## src/pit_pkg.sv

```systemverilog
// Shared widths, state encoding and permutation tables for the PIT loss block.
package pit_pkg;

  // Sample and accumulator widths
  localparam int SAMPLE_W  = 16;
  localparam int DIFF_W    = SAMPLE_W + 1;
  localparam int SQ_W      = 2 * SAMPLE_W;
  localparam int MAX_LEN   = 65536;
  localparam int LEN_W     = 17;
  localparam int ACC_W     = SQ_W + LEN_W - 1;
  localparam int SCORE_W   = ACC_W + 2;
  localparam int NUM_LANES = 9;
  localparam int LANE_IW   = 4;

  // Batch and result widths
  localparam int MAX_BATCH = 256;
  localparam int UCNT_W    = 9;
  localparam int LOSS_W    = 33;
  localparam int BSUM_W    = LOSS_W + UCNT_W - 1;
  localparam int PERM_W    = 3;

  // Shared divider sizes
  localparam int DVD_W     = SCORE_W;
  localparam int DVS_W     = LEN_W + 1;
  localparam int DCNT_W    = $clog2(DVD_W);

  localparam logic [1:0] SPK_THREE = 2'd3;
  localparam logic [1:0] SPK_RESET = 2'd2;

  typedef logic [NUM_LANES-1:0][ACC_W-1:0] lane_arr_t;

  typedef enum logic [2:0] {
    S_IDLE,
    S_DRAIN,
    S_SCORE,
    S_DIV_UTT,
    S_BATCH,
    S_DIV_BATCH,
    S_OUT
  } state_t;

  // Source predicted speaker for reference speaker i, lexicographic order
  localparam logic [1:0] PERM3 [6][3] = '{
    '{2'd0, 2'd1, 2'd2}, '{2'd0, 2'd2, 2'd1}, '{2'd1, 2'd0, 2'd2},
    '{2'd1, 2'd2, 2'd0}, '{2'd2, 2'd0, 2'd1}, '{2'd2, 2'd1, 2'd0}
  };
  localparam logic [1:0] PERM2 [2][2] = '{'{2'd0, 2'd1}, '{2'd1, 2'd0}};

  function automatic logic [1:0] perm_src(input logic three, input logic [2:0] k,
                                          input logic [1:0] i);
    logic [1:0] src;
    src = 2'd0;
    if (three) begin
      if (k < 3'd6 && i < 2'd3) src = PERM3[k][i];
    end else begin
      if (i < 2'd2) src = PERM2[k[0]][i[0]];
    end
    return src;
  endfunction

endpackage

```

## src/pit_div.sv

```systemverilog
// Restoring divider, one quotient bit per cycle, shared by both mean computations.
module pit_div
  import pit_pkg::*;
(
  input  logic             clk,
  input  logic             rst,
  input  logic             start,
  input  logic [DVD_W-1:0] dividend,
  input  logic [DVS_W-1:0] divisor,
  output logic [DVD_W-1:0] quotient,
  output logic             fin
);

  logic [DVD_W-1:0]  dvd;
  logic [DVS_W-1:0]  dvs;
  logic [DVS_W-1:0]  rem;
  logic [DCNT_W-1:0] cnt;
  logic              run;
  logic [DVS_W:0]    rem_sh;
  logic [DVS_W:0]    rem_sub;
  logic              ge;

  assign rem_sh  = {rem, dvd[DVD_W-1]};
  assign rem_sub = rem_sh - {1'b0, dvs};
  assign ge      = rem_sh >= {1'b0, dvs};

  // control
  always_ff @(posedge clk) begin
    if (rst) begin
      run <= 1'b0;
      fin <= 1'b0;
    end else begin
      fin <= 1'b0;
      if (start) begin
        run <= 1'b1;
      end else if (run && cnt == DCNT_W'(DVD_W - 1)) begin
        run <= 1'b0;
        fin <= 1'b1;
      end
    end
  end

  // datapath: quotient bits shift in behind the dividend
  always_ff @(posedge clk) begin
    if (start) begin
      dvd <= dividend;
      dvs <= divisor;
      rem <= '0;
      cnt <= '0;
    end else if (run) begin
      rem <= ge ? rem_sub[DVS_W-1:0] : rem_sh[DVS_W-1:0];
      dvd <= {dvd[DVD_W-2:0], ge};
      cnt <= cnt + DCNT_W'(1);
    end
  end

  assign quotient = dvd;

endmodule

```

## config.mk

```make
export PLATFORM = sky130hd
export DESIGN_NAME = pit_div
export DESIGN_NICKNAME = d
export VERILOG_FILES = /design/src/pit_pkg.sv /design/src/pit_div.sv
export SDC_FILE = /design/constraint.sdc
export NUM_CORES = 1
export LEC_CHECK = 0
export BUFFER_PORTS_ARGS = -buffer_cell sky130_fd_sc_hd__clkbuf_2
export CAP_MARGIN = 20
export CORE_UTILIZATION = 40
export DETAILED_ROUTE_END_ITERATION = 16
export HOLD_SLACK_MARGIN = 0.05
export SYNTH_ARGS = -nofsm -noshare
export SYNTH_HDL_FRONTEND = slang
export SYNTH_SLANG_ARGS = --single-unit
```

## constraint.sdc

```tcl
create_clock -name clk -period 3.1 [get_ports clk]
set_input_delay 0.465 -clock clk [delete_from_list [all_inputs] [get_ports clk]]
set_output_delay 0.465 -clock clk [all_outputs]
set_load 0.01 [all_outputs]
```

# Yosys cells after proc, flatten, opt, wreduce, memory -nomap -nowiden
# Index checks and enable logic that the tools add are counted.
[totals]
output_inout_bits = 51
inputBits = 71
regBits = 94
word_cells = 20
[classes]
n_addsub = 2
mux = 6
n_lt_le_gt_ge = 1
n_reduce_logical = 4
n_eq_ne = 1
[op_table]
columns = ["op", "count"]
rows = [
  ["50-bit 2-to-1 mux", 2],
  ["19-bit by 18-bit greater-or-equal comparator with 1-bit output", 1],
  ["18-bit 2-to-1 mux", 1],
  ["18-bit subtractor", 1],
  ["6-bit by 1-bit adder with 6-bit output, second input constant", 1],
  ["6-bit equality test, second input constant", 1],
  ["2-bit nonzero test", 2],
  ["1-bit 2-to-1 mux", 3],
  ["2-bit OR reduction", 1],
  ["1-bit logical AND", 1],
]

# Logic depth before layout (Yosys ltp)
# Gate-level depths: netlist of the first run.
[logic_depth]
depth_word = 4
ltp_mapped = 10
mapped_depth_nobuf = 10

# Least setup slack after synthesis of the first run
# OpenSTA, ideal clock, no wires.
[synth_path]
kind = "input to register"
startpoint = "in start"
endpoint = "reg dvd[0], in the netlist quotient[0] (enable)"
required_ns = 2.696
path_slack_ns = 0.665
n_path_buf = 2
path_stages = 4
setup_time_ns = 0.404
arrival_time_ns = 2.031
cell_sequence = "clkbuf_1 nor2_1 clkbuf_1 inv_1"
[synth_between]
elab_chain_len = 1
[synth_rtl]
columns = ["item", "line_no", "rtl"]
rows = [
  ["from (decl)", "pit_div.sv:7", "input logic start,"],
  ["2-bit nonzero test (no source line)", "--", ""],
  ["to (signal assigned)", "pit_div.sv:46", "dvd <= dividend;"],
  ["to (signal assigned)", "pit_div.sv:52", "dvd <= {dvd[DVD_W-2:0], ge};"],
  ["to (decl)", "pit_div.sv:14", "logic [DVD_W-1:0] dvd;"],
]
# No other way between the ends.
# A chain may end at the register's enable or synchronous reset.

# Worst setup path after layout of the first run
[layout_path]
startpoint = "reg dvs[9]"
endpoint = "reg dvd[0], in the netlist quotient[0], data pin"
[layout_between]
elab_chain_len = 3
[layout_rtl]
columns = ["item", "line_no", "rtl"]
rows = [
  ["from (decl)", "pit_div.sv:15", "logic [DVS_W-1:0] dvs;"],
  ["from (signal assigned)", "pit_div.sv:47", "dvs <= divisor;"],
  ["19-bit by 18-bit greater-or-equal comparator with 1-bit output", "pit_div.sv:25", "assign ge = rem_sh >= {1'b0, dvs};"],
  ["50-bit 2-to-1 mux", "pit_div.sv:50", "end else if (run) begin"],
  ["50-bit 2-to-1 mux", "pit_div.sv:45", "if (start) begin"],
]
# No other way between the ends. The select of a mux whose other input is x is not followed.

==> flow_summary.json, run 1 <==
{
  "gp_congestion": 0.834,
  "tightestPinTransition_ns": 0.677,
  "placeableCoreArea_um2": 11700,
  "cts-root-buf": "clkbuf_16",
  "hold_buffers": 0,
  "cts_resized": 0,
  "maxCapViolations": 0,
  "overflow": 0,
  "final_core_util": 0.506,
  "min_to": "dvs[0]",
  "vias": 3755,
  "worstSetupStartpointType": "flop",
  "dr.first_iter.drc_count": 181,
  "clock_sink_count": 94,
  "cts_tree": "done",
  "clockBufferDepth": 2,
  "firstDrtPassIters": 5,
  "power_density_nw_per_um2": 512,
  "ff2ff_path_depth": 8,
  "worstSetupPathType": "reg2reg",
  "cp_max_fo": 11,
  "die_area_um2": 12600,
  "syn-instance-count": 421,
  "io_buffers": 121,
  "ir_drop_mv": 0.400,
  "relSlewSlack": 0.544,
  "fmax_mhz": 361,
  "cp-end-kind": "flop",
  "initial_utilization": 0.419,
  "grtUsageTotal": 0.196,
  "synthToLayoutAreaGrowth_pct": 20.9,
  "fp.dieW_um": 112,
  "routedWlPerCell_um": 16.9,
  "hp-class": "in2reg",
  "syn_area_um2": 4880,
  "numCtsBuffers": 9,
  "min_period_ns": 2.77,
  "drive_gt1_frac": 0.365,
  "period_share": 0.895,
  "required_ns": 3.32,
  "synthArstFlopShare": 0,
  "min_path_cells": 1,
  "post_cts_buffers": 0,
  "antenna_found_initial": 0,
  "dieHeight_um": 112,
  "setup-violations-final": 0,
  "grt_pass1_vias": 3803,
  "reg2reg_to": "quotient[0]",
  "synth_seq_area_share": 0.525,
  "htreeDepth": 3,
  "rsz0062_at_grt": "false",
  "avgViaCountPerCell": 5.47,
  "holdCritStartpoint": "divisor[0]",
  "grt_pass1_wl_um": 19100,
  "startpoint": "dvs[9]",
  "yosys_warnings": 0,
  "route.detailed.drc": 0,
  "grt_max_degree": 62,
  "rows": 39,
  "antennaDiodeCount": 0,
  "report.final.slew_viol_count": 0,
  "ios": 122,
  "ant_nets": 0,
  "ys.flop_type": "edfxtp_1",
  "outcome": "complete, no violations",
  "arrival_ns": 3.00,
  "finalWirelength_um": 11600,
  "p_leak_nw": 2.43,
  "ys_ff_latch": 94,
  "skew_ns": 0.00901,
  "clk_pin_slew_ns": 0.07,
  "r2r_start": "dvs[9]",
  "syn_nets": 513,
  "hold_viol": 0,
  "rrSetupSlack_ns": 0.33,
  "setup_tns_ns": 0,
  "yosys.cell_types.count": 55,
  "dp.final_hpwl_um": 8420,
  "num-nets-final": 630,
  "avgSynthCellArea_um2": 11.6,
  "fill_cells": 1061,
  "clk_latency_ns": 0.35,
  "synth_edf_count": 68
}
[critical path, cell delays in order, from the launching register on]
cell      delay (ns)
edfxtp_1        0.33
inv_1           0.04
ha_1            0.42
nand2_1         0.24
a211o_1         0.31
a31o_2          0.23
a21oi_2         0.33
or2_1           0.49
mux2_2          0.24
[final cells by class]
cell class                      instances  area [um2]  share of cell area
Sequential cell                        94        2560               0.434
Multi-Input combinational cell        282        2120               0.359
Timing Repair Buffer                  129         693               0.117
Clock buffer                           11         233              0.0394
Tap cell                              143         179              0.0303
Inverter                               22        82.6              0.0140
Clock inverter                          5        33.8             0.00573
[report_power, final]
group          total (mW)  internal (mW)  leakage [nW]  switching [mW]
Sequential           1.52           1.47         0.891          0.0511
Clock                1.03          0.545         0.128           0.486
Combinational       0.473          0.217          1.41           0.256
Total                3.02           2.23          2.43           0.793
[state kept, by name, indices dropped and copies added (netlist names)]
name,flops
cnt,6
rem,18
dvs,18
fin,1
quotient,50
run,1
[synthesized netlist by cell type, types with 4 or more instances]
library cell,number,area [um2]
edfxtp_1,68,2040
ha_1,20,250
o31a_1,6,52.6
o21ai_0,13,65.1
xor2_1,5,43.8
or3_1,8,50.1
nor2_1,25,93.8
inv_1,22,82.6
buf_2,8,40.0
a21oi_1,21,105
clkbuf_1,9,33.8
a21o_1,4,30.0
nand4_1,7,43.8
a211oi_1,4,30.0
mux2_2,50,563
o211ai_1,16,120
o31ai_1,4,30.0
xnor2_1,10,87.6
dfxtp_1,26,521
nand2_1,42,158
[cell usage in the layout, fill, tap and decap left out, types with 4 or more instances in the layout]
cell type  netlist  routed
clkbuf_16        0       9
nand2_1         42      42
dfxtp_1         26      26
edfxtp_1        68      68
nor2_1          25      25
clkbuf_2         0     120
o31ai_1          4       4
or3_1            8       8
ha_1            20      20
a211oi_1         4       4
a21oi_1         21      21
inv_1           22      21
o21ai_0         13      13
xnor2_1         10      10
mux2_2          50      50
nand4_1          7       7
o31a_1           6       6
xor2_1           5       5
o211ai_1        16      16
buf_4            2       7
a21o_1           4       4
[routing by layer]
layer | share of wire | GRT usage | routed length, um | up-vias
met3 | 0.081 | 0.0724 | 940 | 13
met2 | 0.44 | 0.299 | 5160 | 139
met4 | 0.013 | 0.0631 | 155 | 0
met1 | 0.46 | 0.259 | 5350 | 1777
li1 | - | - | - | 1826
met5 | 0 | 0 | 0 | -
[cells by family after synthesis]
group	synth area share
and+or+nand+nor	0.0936
buffers and inverters	0.0413
AOI/OAI and AO/OA	0.138
adders and majority gates	0.0554
xor gates and xnor gates	0.0269
DFF	0.525
muxes	0.119
[per-stage QoR]
stage / instance area [um2] / setup slack [ns] / std cells / total power [mW] / hold WS, ns
after floorplan: 4880 / 0.665 / 421 / 1.83 / 0.458
after global placement: 5630 / 0.401 / 670 / 2.01 / 0.472
after global routing: 5900 / 0.121 / 686 / 3.16 / 0.272
final: 5900 / 0.327 / 686 / 3.02 / 0.287
after CTS: 5900 / 0.328 / 686 / 3.06 / 0.272
after detailed placement: 5630 / 0.332 / 670 / 2.02 / 0.487
[worst max path at each step]
| stage | endpoint |
|---|---|
| floorplan | quotient[0] |
| global placement | rem[14] |
| detailed placement | rem[14] |
| CTS | rem[14] |
| global route | quotient[0] |
| finish | quotient[0] |
Note: power is estimated with default switching activity, not from simulation.
==> inputs of run 2 (changes only) <==
Settings changed: ABC_AREA from default to 1.
==> run 2 against run 1 <==
Utilization down 0.63 points. Total power up 0.45%. Setup slack better by 0.60 ns. Global-route usage down 0.39 points. Largest cell class unchanged.
==> flow_summary.json, run 2 <==
{
  "antennaDiodeCount": 0,
  "numCtsBuffers": 9,
  "dr.first_iter.drc_count": 206,
  "dieHeight_um": 114,
  "crit_path_max_incr_delay_ns": 0.36,
  "final_area_um2": 6050,
  "finalWirelength_um": 11700,
  "p_sw_frac": 0.261,
  "grt_pass1_vias": 4349,
  "pwr-share-seq": 0.497,
  "vias": 4345,
  "relSlewSlack": 0.400,
  "startpoint": "dvs[7]",
  "placeableCoreArea_um2": 12100,
  "synth_area_leaders": "edfxtp_1, nand2_1, dfxtp_1",
  "intPower_mw": 2.24,
  "grtUsageTotal": 0.192,
  "dp.final_hpwl_um": 8240,
  "io_buffers": 121,
  "fill_cells": 1206,
  "htreeDepth": 3,
  "required_ns": 3.31,
  "synthToLayoutAreaGrowth_pct": 20.7,
  "seqCellArea_um2": 2560,
  "worstSetupStartpointType": "flop",
  "r2r_start": "dvs[7]",
  "fp.dieW_um": 114,
  "outcome": "complete, no violations",
  "yosysMostFrequentCell": "nand2_1",
  "ir_drop_mv": 0.269,
  "p_leak_nw": 3.10,
  "setup_slack_ns": 0.925,
  "grt_pass1_wl_um": 19500,
  "rsz0062_at_grt": "false",
  "mostFrequentLayoutCells": "nand2_1, clkbuf_2, edfxtp_1, inv_1, nand3_1",
  "clockBufferDepth": 2,
  "drive_gt1_frac": 0.210,
  "placed_cell_area_um2": 5760,
  "power_switching_mw": 0.792,
  "num-nets-final": 829,
  "crit_buf_inv": 2,
  "firstDrtPassIters": 5,
  "ys_top_cells_by_count": "nand2_1, edfxtp_1, inv_1",
  "clk_latency_ns": 0.35,
  "avgViaCountPerCell": 4.77,
  "yosys_warnings": 0,
  "avgSynthCellArea_um2": 8.10,
  "setup_tns_ns": 0,
  "antenna_found_initial": 1,
  "hold_slack_ns": 0.284,
  "synthArstFlopShare": 0,
  "fmax_mhz": 460,
  "ios": 122,
  "post_cts_buffers": 0,
  "hp-class": "in2reg",
  "gp_congestion": 0.853,
  "cts-root-buf": "clkbuf_16",
  "setup-violations-final": 0,
  "final_common_cell": "nand2_1",
  "ys_ff_latch": 94,
  "syn_area_um2": 5010,
  "synth_top_area_share": 0.407,
  "min_period_ns": 2.17,
  "report.final.slew_viol_count": 0,
  "cp-end-kind": "flop",
  "skew_ns": 0.00870,
  "multi_input_area_um2": 2090,
  "syn-instance-count": 619,
  "ys.flop_type": "edfxtp_1",
  "synth_seq_area_share": 0.511,
  "cpMaxStageDelayCell": "ha_1",
  "cts_tree": "done",
  "power_density_nw_per_um2": 502,
  "hold_buffers": 0,
  "overflow": 0,
  "grt_max_degree": 72,
  "tightestPinTransition_ns": 0.901,
  "clk_pin_slew_ns": 0.07,
  "total_power_mw": 3.04,
  "hold_viol": 0,
  "largest_reg_flops": 50,
  "period_share": 0.702,
  "routedWlPerCell_um": 12.9,
  "ant_nets": 0,
  "cp_max_fo": 21,
  "clkPwrFrac": 0.374,
  "yosys.area.top_type": "edfxtp_1",
  "cp_top_family": "simple AND/OR/NAND/NOR gates",
  "cp_common_cell": "nand2_1",
  "placed_cells_incl_taps": 894,
  "clock_sink_count": 94,
  "die_area_um2": 13000,
  "crit_chain": "inv_1 -> ha_1 -> nand2_1 -> inv_2 -> nand2_1 -> nor3_1 -> nand2_1 -> nand2_2 -> nand2_4 -> nand2_4 -> nand2_1 -> nand3_1 -> o21ai_0",
  "holdCritStartpoint": "divisor[7]",
  "arrival_ns": 2.39,
  "rows": 40,
  "syn_nets": 711,
  "final_core_util": 0.500,
  "place_ws_ns": 0.931,
  "maxCapViolations": 0,
  "cts_resized": 0,
  "fin_cells": 910,
  "route.detailed.drc": 0,
  "synth_edf_count": 68,
  "comb_power_share": 0.129,
  "yosys.cell_types.count": 30,
  "worstSetupPathType": "reg2reg",
  "initial_utilization": 0.414
}
run 2: cell families after synthesis:
| group | share of synthesized area |
|---|---|
| buffers and inverters | 0.0726 |
| AO/OA/AOI/OAI | 0.0372 |
| AND/OR/NAND/NOR | 0.311 |
| flip-flops | 0.511 |
| XOR/XNOR | 0.0140 |
| adder cells (fa/ha/maj) | 0.0539 |
run 2: worst paths after layout:
kind / endpoint / slack, ns / cells after the start
worst min-delay path: dvs[7] / 0.28 / 1
worst max register to register: rem[7] / 0.93 / 13
worst max-delay path: rem[7] / 0.93 / 13
worst min register to register: rem[10] / 0.47 / 2
run 2: layer usage:
metal	wire (um)	track usage	up-vias
li1	-	-	2201
met1	5250	0.234	1989
met2	5360	0.313	135
met3	874	0.0579	20
met4	268	0.0909	0
met5	0	0	-
run 2: power by group through the flow:
stage / clock network (mW) / logic [mW] / registers (mW)
final: 1.13 / 0.393 / 1.51
after global routing: 1.21 / 0.445 / 1.52
after CTS: 1.16 / 0.398 / 1.51
after detailed placement: 0 / 0.397 / 1.54
after global placement: 0 / 0.393 / 1.53
after floorplan: 0 / 0.194 / 1.56
run 2: final cells by class:
type,instances,share of cell area
Multi-Input combinational cell,437,0.345
Tap cell,168,0.0347
Sequential cell,94,0.423
Timing Repair Buffer,126,0.106
Clock inverter,5,0.00972
Inverter,69,0.0428
Clock buffer,11,0.0385
