**src/pit_pkg.sv**
```systemverilog
// Shared widths, state encoding and permutation tables for the PIT loss block.
package pit_pkg;

  // Sample and accumulator widths
  localparam int SAMPLE_W  = 16;
  localparam int DIFF_W    = SAMPLE_W + 1;
  localparam int SQ_W      = 2 * SAMPLE_W;
  localparam int MAX_LEN   = 65536;
  localparam int LEN_W     = 17;
  localparam int ACC_W     = SQ_W + LEN_W - 1;
  localparam int SCORE_W   = ACC_W + 2;
  localparam int NUM_LANES = 9;
  localparam int LANE_IW   = 4;

  // Batch and result widths
  localparam int MAX_BATCH = 256;
  localparam int UCNT_W    = 9;
  localparam int LOSS_W    = 33;
  localparam int BSUM_W    = LOSS_W + UCNT_W - 1;
  localparam int PERM_W    = 3;

  // Shared divider sizes
  localparam int DVD_W     = SCORE_W;
  localparam int DVS_W     = LEN_W + 1;
  localparam int DCNT_W    = $clog2(DVD_W);

  localparam logic [1:0] SPK_THREE = 2'd3;
  localparam logic [1:0] SPK_RESET = 2'd2;

  typedef logic [NUM_LANES-1:0][ACC_W-1:0] lane_arr_t;

  typedef enum logic [2:0] {
    S_IDLE,
    S_DRAIN,
    S_SCORE,
    S_DIV_UTT,
    S_BATCH,
    S_DIV_BATCH,
    S_OUT
  } state_t;

  // Source predicted speaker for reference speaker i, lexicographic order
  localparam logic [1:0] PERM3 [6][3] = '{
    '{2'd0, 2'd1, 2'd2}, '{2'd0, 2'd2, 2'd1}, '{2'd1, 2'd0, 2'd2},
    '{2'd1, 2'd2, 2'd0}, '{2'd2, 2'd0, 2'd1}, '{2'd2, 2'd1, 2'd0}
  };
  localparam logic [1:0] PERM2 [2][2] = '{'{2'd0, 2'd1}, '{2'd1, 2'd0}};

  function automatic logic [1:0] perm_src(input logic three, input logic [2:0] k,
                                          input logic [1:0] i);
    logic [1:0] src;
    src = 2'd0;
    if (three) begin
      if (k < 3'd6 && i < 2'd3) src = PERM3[k][i];
    end else begin
      if (i < 2'd2) src = PERM2[k[0]][i[0]];
    end
    return src;
  endfunction

endpackage

```
**src/pit_perm.sv**
```systemverilog
// Merging stage: scores each permutation from the lane sums, keeps the minimum.
module pit_perm
  import pit_pkg::*;
(
  input  logic               clk,
  input  logic               rst,
  input  logic               start,
  input  logic               three,
  input  lane_arr_t          lanes,
  output logic [SCORE_W-1:0] best,
  output logic [PERM_W-1:0]  best_idx,
  output logic               fin
);

  logic [2:0]         k;
  logic               run;
  logic [SCORE_W-1:0] sc;
  logic [PERM_W-1:0]  sc_idx;
  logic               sc_valid;
  logic               sc_last;
  logic [SCORE_W-1:0] score;
  logic [LANE_IW-1:0] idx0, idx1, idx2;
  logic               k_last;

  // lane (src, i) sits at 3*src + i
  assign idx0 = LANE_IW'({2'b00, perm_src(three, k, 2'd0)} * 4'd3);
  assign idx1 = LANE_IW'({2'b00, perm_src(three, k, 2'd1)} * 4'd3 + 4'd1);
  assign idx2 = LANE_IW'({2'b00, perm_src(three, k, 2'd2)} * 4'd3 + 4'd2);

  assign score = SCORE_W'(lanes[idx0]) + SCORE_W'(lanes[idx1])
               + (three ? SCORE_W'(lanes[idx2]) : '0);
  assign k_last = three ? (k == 3'd5) : (k == 3'd1);

  // issue one permutation per cycle
  always_ff @(posedge clk) begin
    if (rst) begin
      run      <= 1'b0;
      sc_valid <= 1'b0;
      fin      <= 1'b0;
    end else begin
      fin <= sc_valid && sc_last;
      if (start) begin
        run      <= 1'b1;
        sc_valid <= 1'b0;
      end else begin
        sc_valid <= run;
        if (run && k_last) run <= 1'b0;
      end
    end
  end

  always_ff @(posedge clk) begin
    if (start) begin
      k <= '0;
    end else if (run) begin
      k <= k + 3'd1;
    end
    sc      <= score;
    sc_idx  <= PERM_W'(k);
    sc_last <= k_last;
  end

  // strict less-than keeps the first minimum on ties
  always_ff @(posedge clk) begin
    if (start) begin
      best     <= '1;
      best_idx <= '0;
    end else if (sc_valid && sc < best) begin
      best     <= sc;
      best_idx <= sc_idx;
    end
  end

endmodule

```
**config.mk**
```make
export PLATFORM = sky130hd
export DESIGN_NAME = pit_perm
export DESIGN_NICKNAME = d
export VERILOG_FILES = /design/src/pit_pkg.sv /design/src/pit_perm.sv
export SDC_FILE = /design/constraint.sdc
export NUM_CORES = 1
export LEC_CHECK = 0
export ABC_CLOCK_PERIOD_IN_PS = 6200
export BUFFER_PORTS_ARGS = -buffer_cell sky130_fd_sc_hd__buf_2
export CAP_MARGIN = 20
export CORE_MARGIN = 2
export CORE_UTILIZATION = 49
export CTS_CLUSTER_SIZE = 8
export DETAILED_ROUTE_END_ITERATION = 7
export GPL_TIMING_DRIVEN = 0
export PLACE_DENSITY = 0.76
export SETUP_SLACK_MARGIN = 0.15
export SLEW_MARGIN = 20
export SYNTH_ARGS = -nofsm -noshare
export SYNTH_HDL_FRONTEND = slang
export SYNTH_SLANG_ARGS = --single-unit
```
**constraint.sdc**
```tcl
create_clock -name clk -period 6.2 [get_ports clk]
set_clock_uncertainty 0.05 [all_clocks]
set_input_delay 0.62 -clock clk [delete_from_list [all_inputs] [get_ports clk]]
set_output_delay 0.62 -clock clk [all_outputs]
set_load 0.03 [all_outputs]
```
Yosys cells after proc, flatten, opt, wreduce, memory -nomap -nowiden

Memory sizes are Yosys's and may differ from the RTL's.
Index checks and enable logic that the tools add are counted.
Widths: inputs -> output; s select.

Latch bits: 0
Output and inout bits: 54
Input bits: 436
Memories kept: 1
RAM bits: 0
Register bits after elaboration: 113
Memory bits (read-only): 48
Logic and storage cells: 55

Multiply operators: 3
Shift-type cells: 0
Multiplexer cells: 21
Reduce and logical (&&, ||, !) cells: 5
Divide/modulo/power cells: 0
Bitwise logic cells: 2
Equality and inequality tests: 2
Magnitude comparators: 7
Add/subtract/negate cells: 5

Memories:

| memory           | words | width | read ports | clocked after Yosys merged registers in | wr ports | line          | source |
|---|---|---|---|---|---|---|---|
| (name not given) | 8     | 6     | 1          | 0                                       | 0        | pit_pkg.sv:54 | `if (k < 3'd6 && i < 2'd3) src = PERM3[k][i];` |

Operators with widths:

| operator            | number |
|---|---|
| $bmux 48 s4         | 3 |
| $mux 48             | 4 |
| $add 49x48->50      | 1 |
| $lt 50x50->1        | 1 |
| $add 48x48->49      | 1 |
| $lt 4x5->1 const B  | 3 |
| $mul 2x2->4 const B | 3 |
| $mux 2              | 6 |
| $mux 6              | 2 |
| $mux 4              | 2 |
| $add 4x1->4 const B | 1 |
| $add 4x2->4 const B | 1 |
| $ge 4x4->1 const B  | 1 |
| $not 3->4           | 1 |
| $add 3x1->3 const B | 1 |
| $eq 3x1->1 const B  | 1 |
| $eq 3x3->1 const B  | 1 |
| $logic_and 1x1->1   | 3 |
| $lt 3x3->1 const B  | 1 |
| $mux 1              | 3 |
| $mux 3              | 1 |
| $ge 2x2->1 const B  | 1 |
| $not 1->2           | 1 |
| $reduce_bool 2->1   | 1 |
| $reduce_or 2->1     | 1 |

Logic depth before layout (Yosys ltp)

Gate-level depths: netlist of run 1.

Word-level depth: 12
Depth in mapped cells: 29
Gate-level depth less buffers: 24

Worst setup path after synthesis of run 1

OpenSTA, ideal clock, no wires.

Path type: register -> register
Start: register k[0]
End: register sc[43]
Cell stages (with the launch flop): 26
Clock period less this slack: 5.846 ns
Data arrival time: 5.674 ns
Path slack: 0.354 ns
Cells stage by stage: dfxtp_1 ha_1 nand2_1 o31ai_1 and2_2 buf_6 buf_6 buf_6 ha_1 clkbuf_1 clkbuf_1 mux4_2 a21oi_1 or3b_1 fa_1 inv_1 ha_1 fa_1 a21o_1 a221oi_2 o31a_1 a21oi_1 o21ai_1 nand3_1 a2111o_1 o311a_1

Cells in the longest elaborated chain, start to end: 12

RTL lines:

| item                                              | line                           | source |
|---|---|---|
| start, declared                                   | pit_perm.sv:15                 | `logic [2:0] k;` |
| start signal, assigned                            | pit_perm.sv:56                 | `k <= k + 3'd1;` |
| $not 3->4 (not written as such)                   | pit_pkg.sv:54                  |  |
| $mem_v2 8x6                                       | --                             |  |
| $mux 6 (not written as such) (2 in a row)         | pit_pkg.sv:54                  |  |
| $mux 2                                            | pit_pkg.sv:54                  |  |
| $mux 2                                            | pit_pkg.sv:53                  | `if (three) begin` |
| $mul 2x2->4, on equally long branches             | pit_perm.sv:27, pit_perm.sv:28 |  |
| $add 4x1->4 / $add 4x2->4 (equally long branches) | pit_perm.sv:27, pit_perm.sv:28 |  |
| $bmux 48 s4, on equally long branches             | pit_perm.sv:30, pit_perm.sv:31 |  |
| $mux 48, on equally long branches                 | pit_perm.sv:30, pit_perm.sv:31 |  |
| $add 48x48->49 / $mux 48 (equally long branches)  | pit_perm.sv:30, pit_perm.sv:31 |  |
| $add 49x48->50 (*)                                | pit_perm.sv:31                 | `+ (three ? SCORE_W'(lanes[idx2]) : '0);` |
| named net score[43]                               | pit_perm.sv:21                 | `logic [SCORE_W-1:0] score;` |
| end signal, assigned                              | pit_perm.sv:58                 | `sc <= score;` |
| end, declared                                     | pit_perm.sv:17                 | `logic [SCORE_W-1:0] sc;` |

The timed path passes the listed nets; every way through them passes the cells marked *. The select of a mux whose other input is x is not followed.
A chain may end at the register's enable or synchronous reset.

Worst setup path after layout of run 1

Start: register k[1]
End: register sc[47]

The elaborated chain is that of the path after synthesis.

==> results of run 1 <==
## Yosys cell counts, types with 27 or more instances
| cell type | n | area share |
|---|---|---|
| a21o_1 | 52 | 0.023 |
| a21oi_1 | 210 | 0.062 |
| a221oi_1 | 44 | 0.023 |
| a31oi_1 | 35 | 0.013 |
| clkbuf_1 | 108 | 0.024 |
| dfxtp_1 | 113 | 0.13 |
| fa_1 | 49 | 0.058 |
| ha_1 | 103 | 0.077 |
| inv_1 | 131 | 0.029 |
| mux2i_1 | 199 | 0.12 |
| mux4_2 | 144 | 0.19 |
| nand2_1 | 126 | 0.028 |
| nand4_1 | 27 | 0.010 |
| nor2_1 | 192 | 0.043 |
| o21ai_0 | 61 | 0.018 |
| or3b_1 | 34 | 0.018 |
| xnor2_1 | 29 | 0.015 |
## registers in the layout, indices dropped and copies added, names as in the netlist
register  count
fin           1
k             3
sc_last       1
sc_valid      1
sc           50
run           1
best         50
best_idx      3
sc_idx        3
## path summary, 6_finish.rpt
| kind | cells after the start | to | from |
|---|---|---|---|
| max | 25 | sc[47] | k[1] |
| min | 2 | run | rst |
| max reg2reg | 25 | sc[47] | k[1] |
| min reg2reg | 2 | fin | sc_last |
## metal layers
metal | routed length (um) | track usage | share of wire | vias up
li1 | - | - | - | 8234
met1 | 29000 | 0.531 | 0.38 | 9156
met2 | 34000 | 0.634 | 0.45 | 1499
met3 | 8330 | 0.0758 | 0.11 | 310
met4 | 4890 | 0.226 | 0.064 | 6
met5 | 47 | 0 | 0.00062 | -
## area by class of cell
| cell class | instances | area [um^2] | share of cell area |
|---|---|---|---|
| Antenna cell | 49 | 123 | 0.00576 |
| Buffer | 163 | 1020 | 0.0477 |
| Inverter | 134 | 508 | 0.0239 |
| Sequential cell | 113 | 2270 | 0.107 |
| Clock buffer | 32 | 682 | 0.0320 |
| Tap cell | 448 | 561 | 0.0263 |
| Multi-Input combinational cell | 1501 | 13500 | 0.635 |
| Clock inverter | 1 | 7.51 | 0.000353 |
| Timing Repair Buffer | 510 | 2610 | 0.123 |
## stage by stage
step | util | worst slack, ps | std cells
final | 0.632 | 249 | 2951
after global routing | 0.631 | 96.6 | 2941
after CTS | 0.620 | 147 | 2891
after detailed placement | 0.588 | -1680 | 2847
after global placement | 0.588 | -1640 | 2847
after floorplan | - | 354 | 1911
## power groups by stage
| stage | Clock [mW] | Combinational, mW | Sequential, mW |
|---|---|---|---|
| 6_report | 1.09 | 4.68 | 1.12 |
| 5_1_grt | 1.14 | 5.01 | 1.13 |
| 4_1_cts | 1.11 | 4.45 | 1.11 |
| 3_5_place_dp | 0 | 4.28 | 1.12 |
| 3_3_place_gp | 0 | 4.26 | 1.11 |
| 2_1_floorplan | 0 | 2.90 | 1.11 |
## cells by family (layout without fill, tap and decap cells)
family	count (synthesis)	count (layout)	synth area share
AO/OA/AOI/OAI	502	502	0.190
AND/OR/NAND/NOR	459	459	0.129
multiplexers	343	343	0.311
buffers and inverters	297	840	0.0773
adder cells (fa/ha/maj)	152	152	0.135
flip-flops	113	113	0.134
XOR/XNOR	45	45	0.0234
other	0	49	0
## worst max-delay path, stage by stage (launching register included)
cell      delay [ps]
dfxtp_4          370
buf_4            150
o31ai_4          250
and2_4           230
buf_8            170
buf_12           170
buf_12           160
ha_1             230
buf_2            200
nor3_4           200
buf_6            180
buf_4            160
a21oi_1           70
or3b_1           410
fa_1             540
inv_1             40
ha_1             260
buf_2            170
a21oi_1          120
o211ai_1         320
nand2_1          160
a21oi_2          210
nand3_1          130
a31o_1           270
o21a_1           240
o311a_1          310
## layout by cell type, fill, tap and decap left out, drive strengths merged, types with 4 or more instances in the layout
cell,Yosys,layout
buf,55,568
a21oi,210,210
mux2i,199,199
nor2,192,192
mux4,144,144
clkbuf,108,137
inv,134,134
nand2,126,126
dfxtp,113,113
ha,103,103
o21ai,68,68
a21o,52,52
a221oi,51,51
diode,0,49
fa,49,49
a31oi,36,36
or3b,34,34
xnor2,29,29
nand4,27,27
a22oi,23,23
nand3,18,18
xor2,16,16
nor3b,15,15
o21bai,12,12
and3,11,11
o21a,10,10
nor3,10,10
nand2b,9,9
nor2b,7,7
o211ai,6,6
and2,4,4
a2111oi,4,4
## what timing repair did
action	4_1_cts	5_1_grt
resized for setup	100	94
buffers inserted	11	11
setup endpoints to repair	44	25
pin swaps	12	21
==> qor.csv, run 1 <==
stage;metric;value;unit
outcome;status;complete, no violations;
synth;ys_seq_area_frac;0.134;
power_and_ir_drop;internal-power;3.59;mW
synth;syn_area;16800;um^2
cts;cts_made_buffers;25;
synth;async_flop_share;0;
worst_setup_path;crit_type;flip-flop to flip-flop;
hold_path;hp-class;primary input to flip-flop;
global_routing;grt_overflow_total;0;
power_and_ir_drop;p_seq_frac;0.162;
floorplanning;start_util;0.499;
place;gp_congestion;1.02;
worst_setup_path;cp-end-kind;flip-flop;
floorplanning;dieArea;35800;um^2
synth;synth_top_flop_cell;dfxtp_1;
worst_setup_path;r2r_slack;250;ps
synth;yosysWarnings;0;
place;dpl.hpwl;62.7;mm
floorplanning;rows;67;
synth;syn_area_per_cell;8.80;um^2
global_routing;grt_pass1_vias;18979;
cts;clockRootBuffer;clkbuf_16;
flow_run;cap_viol_max_count;0;
sta;relSlewSlack;0.263;
power_and_ir_drop;finalPower;6.89;mW
route;drt_wl_total;76.2;mm
route;num_vias;19205;
sta;hold_ws;343;ps
place;io_buffer_count;488;
sta;worst_slew_pin_slew;1100;ps
final_layout;drive_gt1_frac;0.344;
synth;ys_types;67;
cts;cts_buffer_depth;3;
power_and_ir_drop;cellPowerDensity;324;nW/um^2
cts;insertion_delay;450;ps
final_layout;finalNetCount;3036;
global_routing;antenna_found_initial;48;
cts;clock-sinks;113;
route;avgViaCountPerCell;6.51;
power_and_ir_drop;p_sw;3.31;mW
place;dpl_cell_area;19800;um^2
final_layout;syn2layout_area_growth;26.5;%
route;first_pass_iters;6;
floorplanning;fp.dieW;189;um
cts;ctsHoldBuffers;0;
cts;cts_tree;yes;
worst_setup_path;critPathLaunchType;flip-flop;
global_routing;track_usage;0.406;
sta;tns;0;ps
sta;rsz0062_at_grt;yes;
route;ant_nets;0;
synth;postSynthCellCount;1911;
global_routing;grt_start_max_net_pins;12;
route;drcViolationCount;0;
power_and_ir_drop;ir_worst_vdd;0.192;mV
floorplanning;io_pins;490;
global_routing;grt_pass1_wl;112;mm
worst_setup_path;arrival;6230;ps
sta;finalSetupViolCount;0;
sta;drv_slew;0;
sta;finalHoldViolCount;0;
floorplanning;coreArea;33700;um^2
floorplanning;die_h;189;um
final_layout;nFillCells;3041;
power_and_ir_drop;p_leak;9.61;nW
worst_setup_path;worstPathRequired;6470;ps
power_and_ir_drop;switching_share;0.480;
sta;period_needed;5950;ps
sta;timing.fmax;168;MHz
route;post_drt_wl_per_cell;25.8;um
synth;syn_nets;2499;
cts;h-tree-depth;4;
sta;min_period_over_period;0.960;
power_and_ir_drop;clock_power_share;0.159;
synth;ys_ff_latch;113;
synth;synth-edff-count;0;
power_and_ir_drop;combPwrFrac;0.679;
route;drtIter0Drc;2046;
worst_setup_path;path_max_fanout;10;
final_layout;final_area;21300;um^2
cts;clk_pin_slew;50;ps
Power figures use the tool's default switching activity.
==> run 2: changes to the inputs <==
--- a/config.mk
+++ b/config.mk
@@ -6,14 +6,14 @@
 export NUM_CORES = 1
 export LEC_CHECK = 0
 export ABC_CLOCK_PERIOD_IN_PS = 6200
-export BUFFER_PORTS_ARGS = -buffer_cell sky130_fd_sc_hd__buf_2
 export CAP_MARGIN = 20
-export CORE_MARGIN = 2
-export CORE_UTILIZATION = 49
+export CORE_AREA = 2 2 192 194
 export CTS_CLUSTER_SIZE = 8
 export DETAILED_ROUTE_END_ITERATION = 7
+export DIE_AREA = 0 0 194 196
+export DONT_BUFFER_PORTS = 1
 export GPL_TIMING_DRIVEN = 0
-export PLACE_DENSITY = 0.76
+export PLACE_DENSITY = 0.61
 export SETUP_SLACK_MARGIN = 0.15
 export SLEW_MARGIN = 20
 export SYNTH_ARGS = -nofsm -noshare
==> run 2 against run 1 <==
Net effect:
- cell area shrank 12%
- clock power shrank 11%
- first-iteration DRC count shrank 19%
- maximum frequency grew 0.80%
- total power shrank 4.5%
- combinational power shrank 4.9%
- cell count shrank 17%
- via count shrank 13%
- register-to-register slack gained 60 ps
- flip-flop and latch count is the same
- non-clock buffer count shrank 487
- largest power group unchanged
==> qor.csv, run 2 (same netlist as run 1, synthesis figures left out) <==
stage;metric;value;unit;change
route;ant_nets;0;;unchanged
route;post_drt_wl_per_cell;31.1;um;was 25.8 um
cts;cts_tree;yes;;unchanged
worst_setup_path;path_max_fanout;10;;unchanged
worst_setup_path;crit_top_cell;clkbuf_2;;
place;dpl.cell_count;2379;;was 2847
worst_setup_path;cpLargestDelayFamily;buffers and inverters;;was compound AO/OA/AOI/OAI gates
hold_path;hp-class;primary input to flip-flop;;unchanged
power_and_ir_drop;p_leak;7.71;nW;was 9.61 nW
route;drcViolationCount;0;;unchanged
global_routing;grt_overflow_total;0;;unchanged
global_routing;grt_pass1_wl;111;mm;was 112 mm
final_layout;drive_gt1_frac;0.186;;was 0.344
floorplanning;die_h;196;um;was 189 um
cts;clock-sinks;113;;unchanged
cts;ctsHoldBuffers;0;;unchanged
final_layout;final_cells;2438;;was 2951
floorplanning;fp.dieW;194;um;was 189 um
global_routing;grt_start_max_net_pins;17;;was 12
worst_setup_path;slowest_stage;buf_1;;was fa_1
sta;relSlewSlack;0.336;;was 0.263
place;dpl.hpwl;62.8;mm;was 62.7 mm
final_layout;layout_commonest_cell;a21oi_1;;was buf_2
place;io_buffer_count;0;;was 488
worst_setup_path;rr_startpoint;k[1];;unchanged
route;drtIter0Drc;1648;;was 2046
cts;cts_buffer_depth;2;;was 3
power_and_ir_drop;cellPowerDensity;352;nW/um^2;was 324 nW/um^2
place;gp_congestion;1.03;;was 1.02
route;first_pass_iters;5;;was 6
sta;worst_slew_pin_slew;995;ps;was 1100 ps
worst_setup_path;crit_start;three;;was k[1]
power_and_ir_drop;ir_worst_vdd;0.295;mV;was 0.192 mV
floorplanning;coreArea;36100;um^2;was 33700 um^2
floorplanning;rows;70;;was 67
route;avgViaCountPerCell;6.84;;was 6.51
final_layout;finalNetCount;2541;;was 3036
route;drt_wl_total;75.9;mm;was 76.2 mm
floorplanning;dieArea;38000;um^2;was 35800 um^2
worst_setup_path;crit_type;primary input to flip-flop;;was flip-flop to flip-flop
worst_setup_path;arrival;6180;ps;was 6230 ps
sta;period_needed;5900;ps;was 5950 ps
flow_run;cap_viol_max_count;0;;unchanged
worst_setup_path;cp_num_buf_inv;7;;was 9
sta;finalSetupViolCount;0;;unchanged
cts;clockRootBuffer;clkbuf_16;;unchanged
global_routing;antenna_found_initial;4;;was 48
outcome;status;complete, no violations;;unchanged
final_layout;final_cell_mix;a21oi_1, mux2i_1, nor2_1;;was buf_2, a21oi_1, mux2i_1
sta;rsz0062_at_grt;yes;;unchanged
global_routing;track_usage;0.386;;was 0.406
final_layout;syn2layout_area_growth;11.1;%;was 26.5%
sta;finalHoldViolCount;0;;unchanged
sta;drv_slew;0;;unchanged
final_layout;top_regs;best: 50 flops, sc: 50 flops;;unchanged
sta;timing.fmax;169;MHz;was 168 MHz
global_routing;grt_pass1_vias;16844;;was 18979
cts;h-tree-depth;4;;unchanged
sta;min_period_over_period;0.952;;was 0.960
cts;insertion_delay;420;ps;was 450 ps
cts;cts_made_buffers;17;;was 25
route;num_vias;16680;;was 19205
worst_setup_path;worstPathRequired;6480;ps;was 6470 ps
worst_setup_path;max_stage_delay;750;ps;was 540 ps
floorplanning;io_pins;490;;unchanged
hold_path;min_from;rst;;unchanged
worst_setup_path;cp_cell_sequence;clkbuf_2, clkbuf_2, and3_1, ha_1, clkbuf_1, clkbuf_2, buf_1, mux2i_1, o21ai_0, fa_1, ha_2, and3_1, a221oi_4, buf_4, o21ba_2, nand3_1, nand3_2, a31o_4, buf_4, o31ai_1, o311a_1;;
floorplanning;start_util;0.466;;was 0.499
cts;clk_pin_slew;50;ps;about the same
final_layout;final_core_util;0.518;;was 0.632
worst_setup_path;critPathLaunchType;primary input;;was flip-flop
worst_setup_path;cp-end-kind;flip-flop;;unchanged
[run 2: cell count changes in the layout (fill, tap and decap cells not counted), sizes merged]
cell	change
bufinv	+2
clkbuf	-16
buf	-487
inv	+3
clkinv	+6
clkinvlp	+2
diode	-45
clkdlybuf4s15	+2
[run 2: worst register-to-register path: cells and delay by family (launching register included)]
kind	cells	cell delay (ps)
AOI/OAI and AO/OA	6	1390
adders and majority gates	4	1130
xor gates and xnor gates	1	270
buffers and inverters	8	870
and+or+nand+nor	9	1680
DFF	1	390
[run 2: final timing paths]
check           end  slack, ps  cells after the start
max          sc[47]        300                     21
min             run        220                      1
max reg2reg  sc[46]        310                     28
min reg2reg     fin        370                      2
[run 2: cell type report]
| cell class | instances | area, um^2 |
|---|---|---|
| plain buffers | 163 | 1030 |
| clock buffers | 18 | 439 |
| clock inverters | 14 | 158 |
| fillers | 3507 | 17400 |
| flip-flops and latches | 113 | 2270 |
| well taps | 468 | 586 |
| multi-input cells | 1501 | 13500 |
| inverters | 134 | 505 |
| diodes | 4 | 10.0 |
| repair buffers | 23 | 173 |
[run 2: routing by layer]
| metal | global-route usage | wire length, um |
|---|---|---|
| met5 | 0 | 14 |
| met4 | 0.196 | 4790 |
| met3 | 0.109 | 8530 |
| met2 | 0.614 | 34000 |
| met1 | 0.482 | 28600 |
[run 2: report_power, final]
group	leakage (nW)	internal, mW	switching, mW
registers	0.937	0.963	0.197
clock network	0.284	0.606	0.362
logic	6.49	1.81	2.64
[run 2: what timing repair did]
action                     in CTS  in global routing
setup buffers                  10                 13
pin swaps                      14                 28
resized for setup             108                 82
setup endpoints to repair      45                 23
[run 2: metrics by stage]
step	setup slack [ps]	cell area, um^2	hold WS [ps]	setup TNS, ps	total power, mW
CTS	146	18400	205	0	6.38
global placement	-1400	17400	359	-31810	5.21
finish	296	18700	222	0	6.58
global route	108	18700	212	0	7.04
floorplan	354	16800	341	0	4.01
detailed placement	-1460	17400	364	-33080	5.23
